### src/design/sips_pkg.sv
`timescale 1ns / 1ps
`default_nettype none
// ----------------------------------------------------------------------------
// sips_pkg
// Shared types and constants of the SCSI initiator phase sequencer.
// ----------------------------------------------------------------------------
package sips_pkg;

  // Command descriptor block storage
  localparam int CDB_BYTES = 10;
  localparam int CDB_AW    = $clog2(CDB_BYTES);
  localparam int CPOS_W    = $clog2(CDB_BYTES + 1);

  // Result queue geometry
  localparam int RQ_DEPTH = 4;
  localparam int RQ_AW    = $clog2(RQ_DEPTH);
  localparam int RQ_CW    = $clog2(RQ_DEPTH + 1);

  // Action codes
  localparam logic [1:0] ACT_START  = 2'd0;
  localparam logic [1:0] ACT_LOAD   = 2'd1;
  localparam logic [1:0] ACT_SAMPLE = 2'd2;

  // Bus write port codes
  localparam logic [1:0] BW_NONE = 2'd0;
  localparam logic [1:0] BW_DATA = 2'd1;
  localparam logic [1:0] BW_CMD  = 2'd2;

  // Bus phase codes (status bits 6-4)
  localparam logic [2:0] PH_DATA_OUT = 3'b000;
  localparam logic [2:0] PH_COMMAND  = 3'b001;
  localparam logic [2:0] PH_DATA_IN  = 3'b100;
  localparam logic [2:0] PH_STATUS   = 3'b101;
  localparam logic [2:0] PH_MSG_IN   = 3'b111;

  // Bytes written to the controller
  localparam logic [7:0] SEL_OWN_ID   = 8'h80;
  localparam logic [7:0] CMD_SELECT   = 8'h86;
  localparam logic [7:0] CMD_SEQUENCE = 8'h82;

  localparam logic [15:0] WAIT_LIMIT_RST = 16'd3000;

  // Sequencer states
  typedef enum logic [4:0] {
    S_IDLE = 5'b00001,
    S_FREE = 5'b00010,
    S_BUSY = 5'b00100,
    S_RUN  = 5'b01000,
    S_DMA  = 5'b10000
  } state_e;

  typedef struct packed {
    logic [1:0]  action;
    logic [2:0]  target_id;
    logic [31:0] buffer_address;
    logic [3:0]  cdb_index;
    logic [7:0]  cdb_byte;
    logic [7:0]  bus_status;
    logic [7:0]  bus_data;
    logic        dma_terminal;
  } item_t;

  typedef struct packed {
    logic [1:0]  bus_write;
    logic [7:0]  bus_write_value;
    logic        dma_start;
    logic        dma_to_device;
    logic [31:0] dma_address;
    logic [15:0] dma_count;
    logic        dma_stop;
    logic        done_res;
    logic        timed_out;
    logic [7:0]  target_status;
    logic [7:0]  target_message;
    logic        last;
  } res_t;

  // Results of one step toward the result queue
  typedef struct packed {
    logic push;
    logic two;
    res_t r0;
    res_t r1;
  } push_t;

endpackage
`default_nettype wire

### src/design/sips_core.sv
`timescale 1ns / 1ps
`default_nettype none
// ----------------------------------------------------------------------------
// sips_core
// Sequencer state and the combinational step that turns one registered item
// into one or two results.
// ----------------------------------------------------------------------------
module sips_core (
  input  wire logic           clk_i,
  input  wire logic           rst_ni,
  input  wire logic           cfg_we_i,
  input  wire logic [15:0]    cfg_wdata_i,
  input  wire logic           step_i,
  input  wire sips_pkg::item_t item_i,
  output sips_pkg::push_t     push_o
);

  sips_pkg::state_e                state_q, state_d;
  logic [15:0]                     wlim_q;
  logic [15:0]                     poll_q, poll_d;
  logic [7:0]                      cb_q [sips_pkg::CDB_BYTES];
  logic                            cb_we;
  logic [sips_pkg::CPOS_W-1:0]     pos_q, pos_d;
  logic [31:0]                     addr_q, addr_d;
  logic [2:0]                      tgt_q, tgt_d;
  logic [7:0]                      stat_q, stat_d;
  logic [7:0]                      msg_q, msg_d;
  logic                            dir_q, dir_d;

  logic                            busy;
  logic                            req;
  logic [2:0]                      phase;
  logic                            left;
  logic [16:0]                     poll_inc;
  logic                            poll_out;
  logic [31:0]                     addr_next_seg;
  logic                            pos_in;
  logic [7:0]                      cb_rd;
  sips_pkg::res_t                  r0, r1;
  logic                            two;

  assign busy          = item_i.bus_status[3];
  assign req           = item_i.bus_status[7];
  assign phase         = item_i.bus_status[6:4];
  assign left          = (item_i.bus_status[5:4] != 2'b00) || !busy;
  assign poll_inc      = {1'b0, poll_q} + 17'd1;
  assign poll_out      = poll_inc >= {1'b0, wlim_q};
  assign addr_next_seg = {addr_q[31:16] + 16'd1, 16'h0000};
  assign pos_in        = pos_q < sips_pkg::CPOS_W'(sips_pkg::CDB_BYTES);
  assign cb_rd         = pos_in ? cb_q[pos_q[sips_pkg::CDB_AW-1:0]] : 8'h00;
  assign cb_we         = step_i && (item_i.action == sips_pkg::ACT_LOAD)
                         && (32'(item_i.cdb_index) < 32'(sips_pkg::CDB_BYTES));

  // Decide results and next state for the item in the input register
  always_comb begin
    state_d = state_q;
    poll_d  = poll_q;
    pos_d   = pos_q;
    addr_d  = addr_q;
    tgt_d   = tgt_q;
    stat_d  = stat_q;
    msg_d   = msg_q;
    dir_d   = dir_q;
    r0      = '0;
    r1      = '0;
    two     = 1'b0;

    if (item_i.action == sips_pkg::ACT_START) begin
      if (state_q == sips_pkg::S_IDLE) begin
        tgt_d   = item_i.target_id;
        addr_d  = item_i.buffer_address;
        poll_d  = '0;
        pos_d   = '0;
        stat_d  = '0;
        msg_d   = '0;
        dir_d   = 1'b0;
        state_d = sips_pkg::S_FREE;
      end
    end else if (item_i.action == sips_pkg::ACT_SAMPLE) begin
      unique case (state_q)
        sips_pkg::S_IDLE: begin
        end
        sips_pkg::S_FREE: begin
          if (!busy) begin
            r0.bus_write       = sips_pkg::BW_DATA;
            r0.bus_write_value = sips_pkg::SEL_OWN_ID | (8'd1 << tgt_q);
            r1.bus_write       = sips_pkg::BW_CMD;
            r1.bus_write_value = sips_pkg::CMD_SELECT;
            two                = 1'b1;
            poll_d             = '0;
            state_d            = sips_pkg::S_BUSY;
          end else if (poll_out) begin
            r0.done_res = 1'b1;
            r0.timed_out = 1'b1;
            state_d     = sips_pkg::S_IDLE;
          end else begin
            poll_d = poll_inc[15:0];
          end
        end
        sips_pkg::S_BUSY: begin
          if (busy) begin
            r0.bus_write       = sips_pkg::BW_CMD;
            r0.bus_write_value = sips_pkg::CMD_SEQUENCE;
            state_d            = sips_pkg::S_RUN;
          end else if (poll_out) begin
            r0.done_res = 1'b1;
            r0.timed_out = 1'b1;
            state_d     = sips_pkg::S_IDLE;
          end else begin
            poll_d = poll_inc[15:0];
          end
        end
        sips_pkg::S_RUN: begin
          if (!busy) begin
            r0.done_res       = 1'b1;
            r0.target_status  = stat_q;
            r0.target_message = msg_q;
            state_d           = sips_pkg::S_IDLE;
          end else if (req) begin
            case (phase)
              sips_pkg::PH_COMMAND: begin
                r0.bus_write       = sips_pkg::BW_DATA;
                r0.bus_write_value = cb_rd;
                if (pos_in) begin
                  pos_d = pos_q + sips_pkg::CPOS_W'(1);
                end
              end
              sips_pkg::PH_DATA_OUT, sips_pkg::PH_DATA_IN: begin
                dir_d            = (phase == sips_pkg::PH_DATA_OUT);
                r0.dma_start     = 1'b1;
                r0.dma_to_device = (phase == sips_pkg::PH_DATA_OUT);
                r0.dma_address   = addr_q;
                r0.dma_count     = ~addr_q[15:0];
                state_d          = sips_pkg::S_DMA;
              end
              sips_pkg::PH_STATUS: begin
                stat_d = item_i.bus_data;
              end
              sips_pkg::PH_MSG_IN: begin
                msg_d = item_i.bus_data;
              end
              default: begin
              end
            endcase
          end
        end
        sips_pkg::S_DMA: begin
          if (item_i.dma_terminal || left) begin
            r0.dma_stop      = 1'b1;
            r0.dma_to_device = dir_q;
            addr_d           = addr_next_seg;
            if (left) begin
              state_d = sips_pkg::S_RUN;
            end else begin
              // Chain the next burst at the following 64KB segment
              r1.dma_start     = 1'b1;
              r1.dma_to_device = dir_q;
              r1.dma_address   = addr_next_seg;
              r1.dma_count     = 16'hFFFF;
              two              = 1'b1;
            end
          end
        end
        default: begin
        end
      endcase
    end

    r0.last = !two;
    r1.last = 1'b1;
  end

  assign push_o.push = step_i;
  assign push_o.two  = two;
  assign push_o.r0   = r0;
  assign push_o.r1   = r1;

  // Hold control state; advance on each step
  always_ff @(posedge clk_i or negedge rst_ni) begin
    if (!rst_ni) begin
      state_q <= sips_pkg::S_IDLE;
      wlim_q  <= sips_pkg::WAIT_LIMIT_RST;
      poll_q  <= '0;
      pos_q   <= '0;
      addr_q  <= '0;
      tgt_q   <= '0;
      stat_q  <= '0;
      msg_q   <= '0;
      dir_q   <= 1'b0;
    end else begin
      if (cfg_we_i) begin
        wlim_q <= cfg_wdata_i;
      end
      if (step_i) begin
        state_q <= state_d;
        poll_q  <= poll_d;
        pos_q   <= pos_d;
        addr_q  <= addr_d;
        tgt_q   <= tgt_d;
        stat_q  <= stat_d;
        msg_q   <= msg_d;
        dir_q   <= dir_d;
      end
    end
  end

  // Command byte store
  always_ff @(posedge clk_i or negedge rst_ni) begin
    if (!rst_ni) begin
      for (int i = 0; i < sips_pkg::CDB_BYTES; i++) begin
        cb_q[i] <= '0;
      end
    end else if (cb_we) begin
      cb_q[item_i.cdb_index[sips_pkg::CDB_AW-1:0]] <= item_i.cdb_byte;
    end
  end

  // A reported end always returns the sequencer to idle
  a_done_idle: assert property (@(posedge clk_i) disable iff (!rst_ni)
    (step_i && r0.done_res) |=> (state_q == sips_pkg::S_IDLE))
    else $error("sequencer not idle after done");

  // Two results come only from selection or a chained burst
  a_two_src: assert property (@(posedge clk_i) disable iff (!rst_ni)
    (step_i && two) |-> (state_q == sips_pkg::S_FREE || state_q == sips_pkg::S_DMA))
    else $error("two results from unexpected state");

endmodule
`default_nettype wire

### src/design/sips_rqueue.sv
`timescale 1ns / 1ps
`default_nettype none
// ----------------------------------------------------------------------------
// sips_rqueue
// Small result queue: takes one or two results per cycle while it has room, hands out one.
// ----------------------------------------------------------------------------
module sips_rqueue (
  input  wire logic            clk_i,
  input  wire logic            rst_ni,
  input  wire sips_pkg::push_t push_i,
  input  wire logic            pop_i,
  output logic                 room_o,
  output logic                 valid_o,
  output sips_pkg::res_t       head_o
);

  sips_pkg::res_t               mem_q [sips_pkg::RQ_DEPTH];
  logic [sips_pkg::RQ_AW-1:0]   wr_q, wr_d;
  logic [sips_pkg::RQ_AW-1:0]   rd_q, rd_d;
  logic [sips_pkg::RQ_CW-1:0]   cnt_q, cnt_d;
  logic [sips_pkg::RQ_CW-1:0]   n_push;
  logic                         pop;

  assign pop     = pop_i && valid_o;
  assign n_push  = !push_i.push ? '0 :
                   (push_i.two ? sips_pkg::RQ_CW'(2) : sips_pkg::RQ_CW'(1));
  assign wr_d    = wr_q + n_push[sips_pkg::RQ_AW-1:0];
  assign rd_d    = rd_q + sips_pkg::RQ_AW'(pop);
  assign cnt_d   = cnt_q + n_push - sips_pkg::RQ_CW'(pop);
  assign valid_o = cnt_q != '0;
  assign room_o  = cnt_q <= sips_pkg::RQ_CW'(sips_pkg::RQ_DEPTH - 2);
  assign head_o  = mem_q[rd_q];

  // Advance pointers and fill count
  always_ff @(posedge clk_i or negedge rst_ni) begin
    if (!rst_ni) begin
      wr_q  <= '0;
      rd_q  <= '0;
      cnt_q <= '0;
    end else begin
      wr_q  <= wr_d;
      rd_q  <= rd_d;
      cnt_q <= cnt_d;
    end
  end

  // Write the incoming results
  always_ff @(posedge clk_i) begin
    if (push_i.push) begin
      mem_q[wr_q] <= push_i.r0;
      if (push_i.two) begin
        mem_q[wr_q + sips_pkg::RQ_AW'(1)] <= push_i.r1;
      end
    end
  end

  a_no_overflow: assert property (@(posedge clk_i) disable iff (!rst_ni)
    push_i.push |-> (cnt_q <= sips_pkg::RQ_CW'(sips_pkg::RQ_DEPTH - 2)))
    else $error("result queue overflow");

  a_cnt_bound: assert property (@(posedge clk_i) disable iff (!rst_ni)
    cnt_q <= sips_pkg::RQ_CW'(sips_pkg::RQ_DEPTH))
    else $error("result queue count out of range");

endmodule
`default_nettype wire

### src/design/scsi_initiator_phase_sequencer.sv
`timescale 1ns / 1ps
`default_nettype none
// ----------------------------------------------------------------------------
// scsi_initiator_phase_sequencer
// SCSI initiator bus phase sequencer: selection, command, DMA bursts and
// status/message capture, one bus sample per transaction.
//
//   channel  direction  handshake                   payload
//   in       input      in_valid_i / in_stall_o     action .. dma_terminal
//   out      output     out_valid_o / out_stall_i   bus_write .. last
//   cfg      input      cfg_we_i                    cfg_wdata_i (wait limit)
//
// An item is registered on accept and processed once the result queue has
// room; its results are registered into the queue. One item per cycle while
// in_stall_o is low; items yielding two results drain at one result a cycle,
// when out_stall_i is low, through a four-entry queue that sets the rate.
// in_stall_o rises only while the queue lacks room for two results.
// Reset clears all sequencer state; the wait limit returns to 3000.
// ----------------------------------------------------------------------------
module scsi_initiator_phase_sequencer (
  input  wire logic        clk_i,
  input  wire logic        rst_ni,
  input  wire logic        cfg_we_i,
  input  wire logic [15:0] cfg_wdata_i,
  input  wire logic        in_valid_i,
  output logic             in_stall_o,
  input  wire logic [1:0]  action_i,
  input  wire logic [2:0]  target_id_i,
  input  wire logic [31:0] buffer_address_i,
  input  wire logic [3:0]  cdb_index_i,
  input  wire logic [7:0]  cdb_byte_i,
  input  wire logic [7:0]  bus_status_i,
  input  wire logic [7:0]  bus_data_i,
  input  wire logic        dma_terminal_i,
  output logic             out_valid_o,
  input  wire logic        out_stall_i,
  output logic [1:0]       bus_write_o,
  output logic [7:0]       bus_write_value_o,
  output logic             dma_start_o,
  output logic             dma_to_device_o,
  output logic [31:0]      dma_address_o,
  output logic [15:0]      dma_count_o,
  output logic             dma_stop_o,
  output logic             done_res_o,
  output logic             timed_out_o,
  output logic [7:0]       target_status_o,
  output logic [7:0]       target_message_o,
  output logic             last_o
);

  sips_pkg::item_t item_q;
  logic            item_vld_q, item_vld_d;
  logic            room;
  logic            step;
  logic            in_acc;
  sips_pkg::push_t push;
  sips_pkg::res_t  head;

  assign step       = item_vld_q && room;
  assign in_stall_o = item_vld_q && !room;
  assign in_acc     = in_valid_i && !in_stall_o;
  assign item_vld_d = in_acc || (item_vld_q && !step);

  // Hold the input transaction until the step takes it
  always_ff @(posedge clk_i or negedge rst_ni) begin
    if (!rst_ni) begin
      item_vld_q <= 1'b0;
    end else begin
      item_vld_q <= item_vld_d;
    end
  end

  always_ff @(posedge clk_i) begin
    if (in_acc) begin
      item_q.action         <= action_i;
      item_q.target_id      <= target_id_i;
      item_q.buffer_address <= buffer_address_i;
      item_q.cdb_index      <= cdb_index_i;
      item_q.cdb_byte       <= cdb_byte_i;
      item_q.bus_status     <= bus_status_i;
      item_q.bus_data       <= bus_data_i;
      item_q.dma_terminal   <= dma_terminal_i;
    end
  end

  sips_core u_core (
    .clk_i       (clk_i),
    .rst_ni      (rst_ni),
    .cfg_we_i    (cfg_we_i),
    .cfg_wdata_i (cfg_wdata_i),
    .step_i      (step),
    .item_i      (item_q),
    .push_o      (push)
  );

  sips_rqueue u_rqueue (
    .clk_i   (clk_i),
    .rst_ni  (rst_ni),
    .push_i  (push),
    .pop_i   (!out_stall_i),
    .room_o  (room),
    .valid_o (out_valid_o),
    .head_o  (head)
  );

  // Drive the result transaction from the queue head
  assign bus_write_o       = head.bus_write;
  assign bus_write_value_o = head.bus_write_value;
  assign dma_start_o       = head.dma_start;
  assign dma_to_device_o   = head.dma_to_device;
  assign dma_address_o     = head.dma_address;
  assign dma_count_o       = head.dma_count;
  assign dma_stop_o        = head.dma_stop;
  assign done_res_o        = head.done_res;
  assign timed_out_o       = head.timed_out;
  assign target_status_o   = head.target_status;
  assign target_message_o  = head.target_message;
  assign last_o            = head.last;

endmodule
`default_nettype wire

### config.mk
export PLATFORM = sky130hd
export DESIGN_NAME = scsi_initiator_phase_sequencer
export DESIGN_NICKNAME = d
export VERILOG_FILES = /design/src/design/sips_pkg.sv /design/src/design/sips_core.sv /design/src/design/sips_rqueue.sv /design/src/design/scsi_initiator_phase_sequencer.sv
export SDC_FILE = /design/constraint.sdc
export NUM_CORES = 1
export LEC_CHECK = 0
export BUFFER_PORTS_ARGS = -buffer_cell sky130_fd_sc_hd__buf_2
export CAP_MARGIN = 20
export CORE_UTILIZATION = 50
export CTS_CLUSTER_DIAMETER = 30
export CTS_CLUSTER_SIZE = 14
export DETAILED_ROUTE_END_ITERATION = 7
export GPL_TIMING_DRIVEN = 0
export PLACE_DENSITY = 0.71
export SYNTH_ARGS = -nofsm -noshare
export SYNTH_HDL_FRONTEND = slang
export SYNTH_SLANG_ARGS = --single-unit
### constraint.sdc
create_clock -name clk_i -period 7.8 [get_ports clk_i]
set_input_delay 0.39 -clock clk_i [delete_from_list [all_inputs] [get_ports clk_i]]
set_output_delay 0.39 -clock clk_i [all_outputs]
set_load 0.01 [all_outputs]
=== After elaboration in Yosys (flattened, before gate mapping) ===
Memory sizes are Yosys's and may differ from the RTL's.
Index checks and enable logic that the tools add are counted.

* RAM bits: 320
* Output and inout port bits: 82
* Flip-flop bits (word level): 247
* Bits of input ports: 87
* Word-level logic and storage cells: 212
* Memories: 1

{| class="wikitable"
|+ Memory list
! name !! depth !! width !! rd ports !! clocked after memory_dff !! write ports !! RTL line !! source
|-
| u_rqueue.mem_q || 4 || 80 || 1 || 0 || 2 || sips_rqueue.sv:17 || <nowiki>sips_pkg::res_t mem_q [sips_pkg::RQ_DEPTH];</nowiki>
|}

* Magnitude comparators: 7
* Bitwise operators: 3
* Shifts and indexed selects: 1
* Reductions and logical operators: 43
* Mux-type cells: 101
* Add/subtract/negate cells: 8
* Equality and inequality tests: 17

{| class="wikitable"
|+ Operators by type and width
! cell !! number
|-
| 50-bit 2-to-1 mux || 4
|-
| 60-bit 2-to-1 mux || 3
|-
| 32-bit 2-to-1 mux || 5
|-
| 79-bit 2-to-1 mux || 2
|-
| 8-bit 2-to-1 mux || 17
|-
| 16-bit 2-to-1 mux || 8
|-
| 80-bit bitwise mux || 1
|-
| 59-bit 2-to-1 mux || 1
|-
| 5-bit 2-to-1 mux || 11
|-
| 48-bit 2-to-1 mux || 1
|-
| 8-bit binary-select mux with 4-bit select || 1
|-
| 8-bit demux with 4-bit select || 1
|-
| 4-bit 2-to-1 mux || 8
|-
| 16-bit one-hot mux with 2 select lines || 1
|-
| 10-bit 2-to-1 mux || 3
|-
| 10-bit one-hot mux with 3 select lines || 1
|-
| 2-bit nonzero test || 12
|-
| 1-bit 2-to-1 mux || 21
|-
| 7-bit AND reduction || 3
|-
| 5-bit one-hot mux with 4 select lines || 1
|-
| 9-bit 2-to-1 mux || 2
|-
| 16-bit by 1-bit adder with 17-bit output (second input constant) || 1
|-
| 17-bit by 16-bit greater-or-equal comparator with 1-bit output || 1
|-
| 16-bit by 1-bit adder with 16-bit output (second input constant) || 1
|-
| other kinds (41) || 70
|}

=== Logic depth before layout (Yosys ltp) ===
Gate-level depths: netlist of the first run.

* Word-level depth: 11
* Depth in mapped cells: 14
* Gate-level depth less buffers: 13

=== By module ===
A second synthesis of the first run with hierarchy kept.

* Cell total of the unflattened synthesis: 1926
* Area, all modules: 28553.6 µm²

{| class="wikitable"
|+ By module, submodules not included
! module !! seq. area each (µm²) !! cells an instance !! area an instance (µm²) !! times used
|-
| sips_rqueue || 9784.4 || 817 || 16250.6 || 1
|-
| sips_core || 4339.2 || 1036 || 10253.6 || 1
|-
| scsi_initiator_phase_sequencer || 2006.9 || 73 || 2049.5 || 1
|}

=== Worst setup path before layout of the first run ===
No wires, ideal clock.

* Kind: register to register
* Start point: register u_core.poll_q[0]
* End point: register u_core.poll_q[15]
* Arrival: 3135 ps
* Stages on the path, launching flop included: 14
* Period minus slack after synthesis: 3210 ps
* Buffers on the path: 0
* Slack: 4590 ps
* Data required time: 7724 ps
* Setup time: 76 ps
* Cell sequence: dfrtp_1 > ha_1 > nand4_1 > nor3_1 > and3_1 > and3_1 > xor2_1 > ha_1 > nand3_1 > nand2_1 > a31oi_1 > o311ai_2 > or4_4 > a21oi_2

* Cells in the longest elaborated chain, start to end: 7
* Elaborated cells on any way between the ends: 8
* Classes of those cells: add/sub: 1; order compare: 1; mux: 6

{| class="wikitable"
|+ RTL lines
! element !! RTL line !! source
|-
| from (decl) || sips_core.sv:20 || <nowiki>logic [15:0] poll_q, poll_d;</nowiki>
|-
| from (signal assigned) || sips_core.sv:196 || <nowiki>poll_q <= poll_d;</nowiki>
|-
| 16-bit by 1-bit adder with 17-bit output (*) || sips_core.sv:46 || <nowiki>assign poll_inc = {1'b0, poll_q} + 17'd1;</nowiki>
|-
| 17-bit by 16-bit greater-or-equal comparator with 1-bit output || sips_core.sv:47 || <nowiki>assign poll_out = poll_inc >= {1'b0, wlim_q};</nowiki>
|-
| 16-bit 2-to-1 mux (*) || sips_core.sv:92, sips_core.sv:105 ||
|-
| 16-bit 2-to-1 mux (on tied branches) || sips_core.sv:101, sips_core.sv:84 ||
|-
| 16-bit one-hot mux with 2 select lines (*) || sips_core.sv:80 || <nowiki>unique case (state_q)</nowiki>
|-
| 16-bit 2-to-1 mux (*) || sips_core.sv:79 || <nowiki>end else if (item_i.action == sips_pkg::ACT_SAMPLE) begin</nowiki>
|-
| 16-bit 2-to-1 mux (*) || sips_core.sv:68 || <nowiki>if (item_i.action == sips_pkg::ACT_START) begin</nowiki>
|}

Every way passes the cells marked *; elsewhere a longest branch is shown, timed or not. The select of a mux whose other input is x is not followed.
A chain may end at the register's enable or synchronous reset.

==> results by group, run 1 <==
Clock network
  – Worst skew pair latency: 0.65 ns
  – Number of CTS-inserted buffers: around 110
  – H-tree depth: 3
  – Post-CTS Resized: 0
  – TritonCTS clock tree: yes
  – Clock transition at the registers of the reported paths: 0.05 ns
  – Clock buffer depth: 3
  – # clock sinks: between 500 and 600
  – Root Buffer: clkbuf_16

Timing
  – Period utilization: 51.6%
  – Endpoints failing setup: 0
  – Fin Hold WS: 0.0124 ns
  – Pins Over Slew Limit: 0
  – Slew @ Worst Pin: 1.03 ns
  – Fin Setup TNS: 0 ns
  – Skew final: 0.0196 ns
  – RSZ-0062 raised after global routing: no
  – Tmin final: 4.02 ns
  – Max Clock Freq: 0.249 GHz
  – Hold Vio Cnt, Final: 0
  – Max transition margin: 30.6%

Synth
  – Yosys warns: 0
  – Avg Inst Size Synth: about 13 um^2
  – Primary FF master, synth: edfxtp_1
  – Yosys reg bits: 564
  – Sequential area share after synthesis: between 50 and 60%
  – Top post-synthesis cells by area: edfxtp_1, dfrtp_1, dfxtp_1
  – Post-synth ARST share: 32.1%
  – Cell Area, Synth: 24800 um^2
  – Top-area cell type share of the netlist area: 26.0%
  – Largest area contributor in the netlist: edfxtp_1
  – Cell variety after synth: 81
  – Cells after synthesis: just under 2000
  – Syn Nets: 2047
  – Post-synth EDFFs: 215

Floorplan
  – Cell Rows: just over 80
  – Die width: 225 um
  – IO Pins: 169
  – Die footprint: 50600 um^2
  – Starting density of the core: 50.7%
  – Die height: 225 um
  – Core ar.: ~50000 um^2

Global route
  – Largest net degree at the start of global routing: 97
  – All-Layer GR Usage: 27.9%
  – Initial antenna violation count: 0
  – Global-route wire length before repair: 107 mm
  – Number of global-route vias before repair: 18500
  – Total gr overflow: 0

Routing
  – Post-DR wirelength/cell: 22.7 um
  – Drt pass-1 iters: 6
  – Routed vias: 18400
  – # DRC: 0
  – Routed WL: approximately 70 mm
  – Routed Antenna Nets: 0
  – Via density: approximately 6
  – 1st-iter DRT viols: about 1900

Critical path
  – Crit start category: flop
  – R2R cell count: 12
  – Worst Setup SP: u_core.poll_q[0]$_DFFE_PN0P_
  – FF-to-FF End: u_rqueue.mem_q[2][17]$_SDFFE_PP0P_
  – CP Max Fanout: 10
  – Crit. End Element: flop
  – Arrival time worst endpoint: 4.58 ns
  – Reg-to-reg startpoint: u_core.poll_q[0]$_DFFE_PN0P_
  – Crit Path Category: flop to flop
  – R2R Setup Slk: 3.78 ns
  – Critical Path RT: 8.36 ns

Place
  – Count of input and output buffers: 165
  – Gp weighted congestion: 0.909
  – Post-DP HPWL: 45.8 mm

Power and ir drop
  – Sw power: 3.22 mW
  – Gate power share: 20.5%
  – Maximum VDD drop: 0.233 mV
  – Cell-internal power: 7.90 mW
  – Clock Power Share: 44.3%
  – Sw Share: 29.0%
  – Leak: 12.9 nW
  – Sequential share of power: between 30% and 40%
  – PD cells: 354 nW/um^2

Finish
  – Layout area overhead: 26.7%
  – Fill cell count: around 3600
  – Final net count: 2415
  – Layout cells sized above 1: between 20% and 30%
  – Ant diodes: 0

Hold path
  – Cells on Worst Hold Path: 3
  – Hold_sp: cfg_wdata_i[13]
  – Hold path endpoint: u_core.wlim_q[13]$_DFFE_PN0P_
  – Worst hold path type: input port to flop

Outcome
  – Status: complete, no violations

Run
  – Max cap viols: 0
==> sequential cells by signal (all words and copies together) (netlist names) <==
name,flops
u_core.stat_q,8
u_rqueue.cnt_q,3
u_core.pos_q,4
u_core.cb_q,80
u_core.state_q,5
u_core.poll_q,16
u_core.wlim_q,16
item_vld_q,1
u_core.msg_q,8
u_rqueue.mem_q,320
u_rqueue.wr_q,2
u_core.addr_q,32
u_core.dir_q,1
item_q,63
u_rqueue.rd_q,2
u_core.tgt_q,3
==> per-stage QoR <==
stage / util, % / total power [mW] / area, um^2 / instances / setup WS, ns
final: 64.3 / 11.1 / 31500 / 3065 / 3.78
after global routing: 64.3 / 11.5 / 31500 / 3065 / 3.43
after CTS: 64.2 / 11.2 / 31400 / 3064 / 3.78
after detailed placement: 54.5 / 6.19 / 26700 / 2772 / 3.81
after global placement: 54.1 / 6.08 / 26500 / 2764 / 3.25
after floorplan: - / 5.33 / 24800 / 1935 / 4.59
==> worst max path at each step <==
stage / end / slack (ns) / cells after the start
3_3_place_gp: u_core.addr_q[25]$_DFFE_PN0P_ / 3.25 / 1
2_1_floorplan: u_core.poll_q[15]$_DFFE_PN0P_ / 4.59 / 13
3_5_place_dp: u_rqueue.mem_q[2][17]$_SDFFE_PP0P_ / 3.81 / 12
6_report: u_rqueue.mem_q[2][17]$_SDFFE_PP0P_ / 3.78 / 12
4_1_cts: u_rqueue.mem_q[2][17]$_SDFFE_PP0P_ / 3.78 / 12
5_1_grt: u_rqueue.mem_q[0][17]$_SDFFE_PP0P_ / 3.43 / 12
==> synth_stat cells (all sizes together) (4+ instances only) <==
| cell type | number |
|---|---|
| mux2i | 26 |
| buf | 76 |
| mux4 | 96 |
| nor2b | 4 |
| mux2 | 101 |
| dfrtp | 173 |
| nand3 | 34 |
| xor2 | 15 |
| nand4 | 13 |
| or4 | 6 |
| nor4 | 7 |
| o31ai | 45 |
| a21oi | 41 |
| nand2 | 106 |
| ha | 24 |
| xnor2 | 8 |
| a31oi | 11 |
| inv | 35 |
| o21ai | 201 |
| nand3b | 4 |
| o22a | 10 |
| edfxtp | 215 |
| a22o | 176 |
| and3 | 18 |
| dfxtp | 168 |
| clkbuf | 84 |
| nand2b | 13 |
| nor3 | 20 |
| dfstp | 8 |
| nor2 | 113 |
| and2 | 16 |
| or3 | 9 |
| o32ai | 7 |
==> critical path, cell delays in order, from the launching register on <==
cell and delay (ns):
dfrtp_1 0.49, ha_1 0.28, nand4_1 0.17, nor3_1 0.50, and3_1 0.29, and3_1 0.21, xor2_1 0.08, ha_1 0.30
nand3_1 0.13, o311ai_2 0.66, buf_2 0.36, nand3_1 0.25, o21ai_0 0.24
==> area by class of cell <==
class | instances | area [um^2] | area share, %
flip-flops and latches | 564 | 14400 | 45.6
multi-input cells | 1176 | 9670 | 30.8
clock buffers | 143 | 3200 | 10.2
repair buffers | 254 | 1810 | 5.74
well taps | 664 | 831 | 2.64
clock inverters | 69 | 783 | 2.49
plain buffers | 160 | 674 | 2.14
inverters | 35 | 131 | 0.418
==> kinds of logic after synthesis <==
group / after synthesis / share of synthesized area (%)
XOR/XNOR: 23 / 0.811
flip-flops: 564 / 57.8
AO/OA/AOI/OAI: 525 / 14.6
multiplexers: 223 / 14.3
adder cells (fa/ha/maj): 25 / 1.29
AND/OR/NAND/NOR: 380 / 7.92
buffers and inverters: 195 / 3.24
==> routing by layer <==
metal	part of all wire (%)	track usage [%]
met5	0	0
met4	3.8	11.6
met3	8.3	6.64
met2	48	45.4
met1	40	35.8
==> power by group through the flow <==
stage	clock, mW	combinational (mW)	sequential [mW]
final	4.92	2.28	3.91
after global routing	5.11	2.45	3.97
after detailed placement	0	2.24	3.95
after CTS	4.97	2.28	3.91
after floorplan	0	1.48	3.85
after global placement	0	2.13	3.94
==> layout by cell type, fill, tap and decap left out, types with 7 or more instances in the layout <==
cell           netlist  routed
clkinv_4             0       9
nand4_1             13      13
nor2_4               7       7
clkinvlp_4           0      12
or3_1                9       9
nand2_1            106     106
clkbuf_1            84      94
o32ai_1              7       7
buf_2               38     202
clkinv_2             0      21
and2_1              15      14
nor3_1              17      16
nor2_1             104     104
xnor2_1              8       8
nand3_1             32      32
and3_1              18      18
clkbuf_8             0      15
xor2_1              15      15
nand2b_1            13      13
ha_1                24      24
dfstp_2              8       8
o21ai_0            199     199
dfrtp_1            173     173
a21oi_1             36      36
mux4_2              96      96
o31ai_1             45      45
bufinv_16            0      14
inv_1               35      31
a31oi_1             11      11
dfxtp_1            168     168
dlygate4sd3_1        0      80
o22a_1              10      10
clkbuf_16            0     118
buf_1               31      31
a22o_1             176     176
mux2i_1             26      26
mux2_2             101     101
buf_4                7       7
inv_6                0       7
edfxtp_1           215     215
==> timing repair <==
| action | in CTS | in global routing |
|---|---|---|
| endpoints found under the hold margin | 157 | 0 |
| buffers inserted | 0 | 0 |
| hold buffers | 80 | 0 |
No activity file was read; power rests on OpenSTA's default activity.
==> run 2, diff against run 1 <==
--- a/config.mk
+++ b/config.mk
@@ -12,7 +12,7 @@
 export CTS_CLUSTER_SIZE = 14
 export DETAILED_ROUTE_END_ITERATION = 7
 export GPL_TIMING_DRIVEN = 0
-export PLACE_DENSITY = 0.71
+export PLACE_DENSITY = 0.74
 export SYNTH_ARGS = -nofsm -noshare
 export SYNTH_HDL_FRONTEND = slang
 export SYNTH_SLANG_ARGS = --single-unit
==> constraint.sdc (replaced) <==
create_clock -name clk_i -period 3.2 [get_ports clk_i]
set_input_delay 0.16 -clock clk_i [delete_from_list [all_inputs] [get_ports clk_i]]
set_output_delay 0.16 -clock clk_i [all_outputs]
set_load 0.01 [all_outputs]
==> results by group, run 2 (synthesis gave the netlist of run 1 again) <==
Clock network
  – Number of CTS-inserted buffers: 116 (+3.6%)
  – Root Buffer: clkbuf_16
  – # clock sinks: 564 (unchanged)
  – Clock buffer depth: 3 (unchanged)
  – TritonCTS clock tree: yes
  – H-tree depth: 3 (unchanged)
  – Clock transition at the registers of the reported paths: 0.05 ns (about the same)
  – Worst skew pair latency: 0.67 ns (+0.02 ns)

Hold path
  – Worst hold path type: input port to flop

Routing
  – 1st-iter DRT viols: 1970 (+3.9%)
  – # DRC: 0 (unchanged)
  – Routed vias: 18900 (+2.4%)
  – Drt pass-1 iters: 6 (unchanged)
  – Via density: 6.08 (+1.1%)
  – Post-DR wirelength/cell: 23.3 um (+2.5%)
  – Routed WL: 72.4 mm (+3.9%)
  – Routed Antenna Nets: 0 (unchanged)

Timing
  – Setup slack after layout: -0.166 ns (-3.94 ns)
  – Hold Vio Cnt, Final: 0 (unchanged)
  – RSZ-0062 raised after global routing: yes
  – Slew @ Worst Pin: 1.03 ns (-0.00566 ns)
  – Tmin final: 3.37 ns (-0.657 ns)
  – Max Clock Freq: 0.297 GHz (+20%)
  – Endpoints failing setup: 17 (+17)
  – Skew final: 0.0298 ns (+0.0102 ns)
  – Period utilization: 105% (+54 points)
  – Pins Over Slew Limit: 0 (unchanged)
  – Max transition margin: 31.3% (+0.74 points)

Global route
  – Initial antenna violation count: 1 (+1)
  – Number of global-route vias before repair: 19300 (+4.0%)
  – All-Layer GR Usage: 28.9% (+0.96 points)
  – Grt met2 use: 47.5% (+2.1 points)
  – Global-route wire length before repair: 111 mm (+3.9%)
  – Met1 Use GR: 37.1% (+1.2 points)
  – Largest net degree at the start of global routing: 103 (+6.2%)
  – Grt peak-use layer: met2
  – Met3 Use GR: 6.39% (-0.25 points)
  – Total gr overflow: 0 (unchanged)

Critical path
  – Worst path slowest cell: or4_4
  – Critical path's largest stage delay: 0.48 ns (-0.18 ns)
  – Critical Path RT: 3.77 ns (-4.59 ns)
  – Crit start category: flop
  – Crit Path Category: flop to flop
  – Crit. End Element: flop
  – CP Max Fanout: 4 (-6)
  – Arrival time worst endpoint: 3.94 ns (-0.64 ns)
  – Crit path top cell by count: and3_4
  – CP bufs+invs: 1 (unchanged)
  – Top delay family on crit path: simple AND/OR/NAND/NOR gates
  – CP Cell Sequence: ha_4 -> nand4_1 -> nor3_4 -> and3_4 -> and3_4 -> xor2_2 -> ha_1 -> nand3_2 -> nand2_2 -> a31oi_4 -> o311ai_4 -> buf_6 -> or4_4 -> a21oi_2

Finish
  – Max FFs per register: 320 (unchanged)
  – Commonest non-fill, non-tap cells in the layout: edfxtp_1, buf_2, o21ai_0
  – Ant diodes: 0 (unchanged)
  – Layout cells sized above 1: 30.5% (+3.0 points)
  – Fill cell count: 3429 (-3.7%)
  – Final net count: 2449 (+1.4%)
  – Reg with most FFs: u_rqueue.mem_q
  – Top Registers: u_rqueue.mem_q (320), u_core.cb_q (80), item_q (63)
  – Layout area overhead: 29.8%
  – Most common cell after layout, fill and taps aside: edfxtp_1

Power and ir drop
  – Maximum VDD drop: 0.539 mV (+130%)
  – Total power draw: 27.9 mW (+150%)
  – PD cells: 865 nW/um^2 (+140%)
  – Leak: 13.2 nW (+2.6%)

Place
  – Count of input and output buffers: 165 (unchanged)
  – Place WS: -0.650 ns (-4.46 ns)
  – Gp weighted congestion: 0.920 (+1.3%)
  – Post-DP HPWL: 46.5 mm (+1.7%)

Floorplan
  – Die height: 225 um (unchanged)
  – Starting density of the core: 50.7% (unchanged)
  – IO Pins: 169 (unchanged)
  – Core ar.: 49000 um^2 (unchanged)
  – Die footprint: 50600 um^2 (unchanged)
  – Die width: 225 um (unchanged)
  – Cell Rows: 81 (unchanged)

Outcome
  – Status: complete, but fails checks
  – Failing checks: negative setup slack

Run
  – Max cap viols: 0 (unchanged)
run 2: path summary, 6_finish.rpt:
kind	depth (start not counted)	end	startpoint	slack [ns]
max	14	u_core.poll_q[3]$_DFFE_PN0P_	u_core.poll_q[1]$_DFFE_PN0P_	-0.17
min	3	u_core.wlim_q[14]$_DFFE_PN0P_	cfg_we_i	0.04
max reg2reg	14	u_core.poll_q[3]$_DFFE_PN0P_	u_core.poll_q[1]$_DFFE_PN0P_	-0.17
min reg2reg	2	u_rqueue.mem_q[3][18]$_SDFFE_PP0P_	u_rqueue.mem_q[3][18]$_SDFFE_PP0P_	0.45
max in group asynchronous	3	u_core.addr_q[17]$_DFFE_PN0P_	rst_ni	2.11
min in group asynchronous	2	u_core.wlim_q[1]$_DFFE_PN0P_	rst_ni	0.12
run 2: worst min-delay path: stages:
cell	delay [ns]
buf_2	0.12
clkbuf_1	0.19
o21ai_0	0.18
run 2: timing repair:
item                                    in CTS  in global routing
endpoints found under the hold margin      160                  0
resized for setup                           36                 41
endpoints found under the setup margin     127                103
hold buffers                                88                  0
pin swaps                                   15                 16
setup buffers                               16                  8
run 2: power by group:
part / internal (mW) / switching [mW] / total [mW]
sequential: 8.81 / 0.738 / 9.55
clock: 8.55 / 4.14 / 12.7
combinational: 2.33 / 3.31 / 5.64
run 2: area by class of cell:
class	count	area, um^2	area share (%)
Sequential cell	564	14400	44.6
Multi-Input combinational cell	1176	9910	30.7
Clock buffer	140	3210	9.97
Timing Repair Buffer	286	2070	6.41
Clock inverter	81	983	3.05
Tap cell	664	831	2.58
Buffer	158	727	2.26
Inverter	35	140	0.435
run 2: per-stage QoR:
stage	std cells	util, %	cell area [um^2]	setup TNS (ns)	hold WS (ns)
global route	3104	65.8	32200	-3.34	0.0692
global placement	2764	54.1	26500	-369.23	0.337
finish	3104	65.8	32200	-0.803	0.0396
CTS	3096	65.4	32000	0	0.000156
detailed placement	2772	54.5	26700	-19.83	0.222
floorplan	1935	-	24800	0	-0.136
run 2: metal layers:
| metal | routed length (um) | vias up |
|---|---|---|
| met2 | 35500 | 925 |
| li1 | - | 8255 |
| met5 | 0 | - |
| met4 | 2560 | 0 |
| met3 | 5690 | 190 |
| met1 | 28600 | 9505 |
==> run 3, diff against run 2 <==
--- a/config.mk
+++ b/config.mk
@@ -13,6 +13,7 @@
 export DETAILED_ROUTE_END_ITERATION = 7
 export GPL_TIMING_DRIVEN = 0
 export PLACE_DENSITY = 0.74
+export SKIP_LAST_GASP = 1
 export SYNTH_ARGS = -nofsm -noshare
 export SYNTH_HDL_FRONTEND = slang
 export SYNTH_SLANG_ARGS = --single-unit
==> results by group, run 3 (synthesis gave the netlist of run 1 again) <==
Place
  – Area after DPL: 26700 um^2 (unchanged)
  – Count of input and output buffers: 165 (unchanged)
  – Post-DP HPWL: 46.5 mm (unchanged)
  – Place WS: -0.650 ns (unchanged)
  – Gp weighted congestion: 0.920 (unchanged)
  – Inst Count DP: 2772 (unchanged)

Floorplan
  – IO Pins: 169 (unchanged)
  – Core ar.: 49000 um^2 (unchanged)
  – Die height: 225 um (unchanged)
  – Die width: 225 um (unchanged)
  – Die footprint: 50600 um^2 (unchanged)
  – Starting density of the core: 50.7% (unchanged)
  – Cell Rows: 81 (unchanged)

Power and ir drop
  – Leak: 13.3 nW (+0.25%)
  – Maximum VDD drop: 0.540 mV (+0.13%)
  – Cell-internal power: 19.7 mW (about the same)
  – Gate power share: 20.3% (about the same)
  – Sw power: 8.21 mW (+0.29%)
  – Sequential share of power: 34.2% (about the same)
  – Clock Power Share: 45.5% (about the same)
  – PD cells: 863 nW/um^2 (-0.15%)
  – Sw Share: 29.4% (+0.057 points)

Clock network
  – TritonCTS clock tree: yes
  – Root Buffer: clkbuf_16
  – H-tree depth: 3 (unchanged)
  – Clock transition at the registers of the reported paths: 0.05 ns (about the same)
  – Clock buffer depth: 3 (unchanged)
  – Worst skew pair latency: 0.67 ns (about the same)
  – Number of CTS-inserted buffers: 116 (unchanged)
  – # clock sinks: 564 (unchanged)

Critical path
  – Reg-to-reg startpoint: u_core.poll_q[1]$_DFFE_PN0P_
  – R2R Setup Slk: -0.25 ns (-0.08 ns)
  – Crit start category: flop
  – Critical Path RT: 3.77 ns (about the same)
  – Arrival time worst endpoint: 4.02 ns (+0.08 ns)
  – R2R cell count: 13 (-1)
  – CP Max Fanout: 4 (unchanged)
  – Crit Path Category: flop to flop
  – FF-to-FF End: u_core.poll_q[3]$_DFFE_PN0P_
  – Crit. End Element: flop
  – Worst Setup SP: u_core.poll_q[1]$_DFFE_PN0P_

Finish
  – Fin util: 66.0% (+0.16 points)
  – Register area: 14400 um^2 (unchanged)
  – Commonest non-fill, non-tap cells in the layout: edfxtp_1, buf_2, o21ai_0
  – Final net count: 2456 (+0.29%)
  – Layout cells sized above 1: 30.7% (+0.16 points)
  – Most common cell after layout, fill and taps aside: edfxtp_1
  – Finished Layout Cells: 3111 (+0.23%)
  – Max FFs per register: 320 (unchanged)
  – Fill cell count: 3411 (-0.52%)
  – Post-Layout Inst Area: 32300 um^2 (+0.24%)
  – Reg with most FFs: u_rqueue.mem_q
  – Layout area overhead: 30.1%
  – Top Registers: u_rqueue.mem_q (320), u_core.cb_q (80), item_q (63)
  – Ant diodes: 0 (unchanged)
  – Area of the multi-input gates: 9940 um^2 (+0.30%)

Timing
  – Skew final: 0.0315 ns (+0.00176 ns)
  – Fin Hold WS: 0.0369 ns (-0.00275 ns)
  – Hold Vio Cnt, Final: 0 (unchanged)
  – Setup slack after layout: -0.248 ns (-0.0828 ns)
  – Max Clock Freq: 0.290 GHz (-2.4%)
  – RSZ-0062 raised after global routing: yes
  – Endpoints failing setup: 21 (+4)
  – Tmin final: 3.45 ns (+0.0828 ns)
  – Period utilization: 108% (+2.6 points)
  – Max transition margin: 30.8% (-0.54 points)
  – Pins Over Slew Limit: 0 (unchanged)
  – Slew @ Worst Pin: 1.03 ns (+0.00268 ns)

Hold path
  – Hold_sp: cfg_we_i
  – Cells on Worst Hold Path: 4 (+1)
  – Worst hold path type: input port to flop
  – Hold path endpoint: u_core.wlim_q[3]$_DFFE_PN1P_

Routing
  – Drt pass-1 iters: 6 (unchanged)
  – Post-DR wirelength/cell: 23.6 um (+1.0%)
  – Routed Antenna Nets: 0 (unchanged)
  – 1st-iter DRT viols: 1973 (+0.15%)
  – Routed WL: 73.3 mm (+1.3%)
  – # DRC: 0 (unchanged)
  – Via density: 6.10 (+0.30%)
  – Routed vias: 19000 (+0.53%)

Outcome
  – Status: complete, but fails checks
  – Failing checks: negative setup slack

Run
  – Max cap viols: 0 (unchanged)

Global route
  – Total gr overflow: 0 (unchanged)
  – Global-route wire length before repair: 111 mm (about the same)
  – Met3 Use GR: 6.41% (+0.026 points)
  – Met1 Use GR: 37.1% (about the same)
  – Number of global-route vias before repair: 19300 (unchanged)
  – All-Layer GR Usage: 28.9% (about the same)
  – Grt peak-use layer: met2
  – Largest net degree at the start of global routing: 103 (unchanged)
  – Initial antenna violation count: 1 (unchanged)
  – Grt met2 use: 47.5% (unchanged)
==> run 3: per-stage QoR <==
| stage | power (mW) | setup TNS (ns) |
|---|---|---|
| finish | 27.9 | -2.01 |
| global route | 28.8 | -8.55 |
| CTS | 27.9 | -0.0225 |
| detailed placement | 15.1 | -19.83 |
| global placement | 14.8 | -369.23 |
| floorplan | 13.0 | 0 |
==> run 3: how the worst max path moves through the flow <==
stage / slack (ns) / end / cells past startpoint
4_1_cts: -0.02 / u_rqueue.mem_q[0][17]$_SDFFE_PP0P_ / 13
6_report: -0.25 / u_core.poll_q[3]$_DFFE_PN0P_ / 13
2_1_floorplan: 0.07 / u_core.poll_q[15]$_DFFE_PN0P_ / 13
3_5_place_dp: -0.65 / u_rqueue.mem_q[0][17]$_SDFFE_PP0P_ / 12
5_1_grt: -0.33 / u_core.poll_q[3]$_DFFE_PN0P_ / 13
3_3_place_gp: -1.08 / u_core.addr_q[18]$_DFFE_PN0P_ / 1
==> run 3: critical path, cell delays in order, from the launching register on <==
cell and delay, ns:
dfrtp_1 0.41, ha_4 0.17, nand4_1 0.23, nor3_4 0.28, and3_4 0.23, and3_4 0.20
xor2_2 0.15, ha_1 0.28, nand3_2 0.19, o21bai_2 0.19, o311ai_4 0.17, buf_6 0.17
or4_4 0.50, a21oi_2 0.18
==> run 3: cell type report <==
cell class | count | area share, %
Buffer | 158 | 2.25
Clock buffer | 140 | 9.94
Clock inverter | 81 | 3.04
Inverter | 35 | 0.434
Multi-Input combinational cell | 1177 | 30.8
Sequential cell | 564 | 44.5
Tap cell | 664 | 2.57
Timing Repair Buffer | 292 | 6.54
==> run 3: routing by layer <==
metal | up-vias | wire length, um
li1 | 8272 | -
met1 | 9535 | 28600
met2 | 963 | 36000
met3 | 205 | 5980
met4 | 0 | 2750
met5 | - | 0
==> run 3: power by group through the flow <==
stage                     Clock (mW)  Combinational (mW)  Sequential, mW
final                           12.7                5.66            9.55
after global routing            13.1                6.02            9.68
after CTS                       12.7                5.62            9.53
after detailed placement           0                5.47            9.64
after global placement             0                5.20            9.61
after floorplan                    0                3.60            9.39
==> run 3: timing repair <==
item	4_1_cts	5_1_grt
hold endpoints to repair	160	0
cloned	0	1
resized for setup	35	45
buffers inserted	16	14
hold buffers	88	0
setup endpoints to repair	127	103
pin swaps	15	18
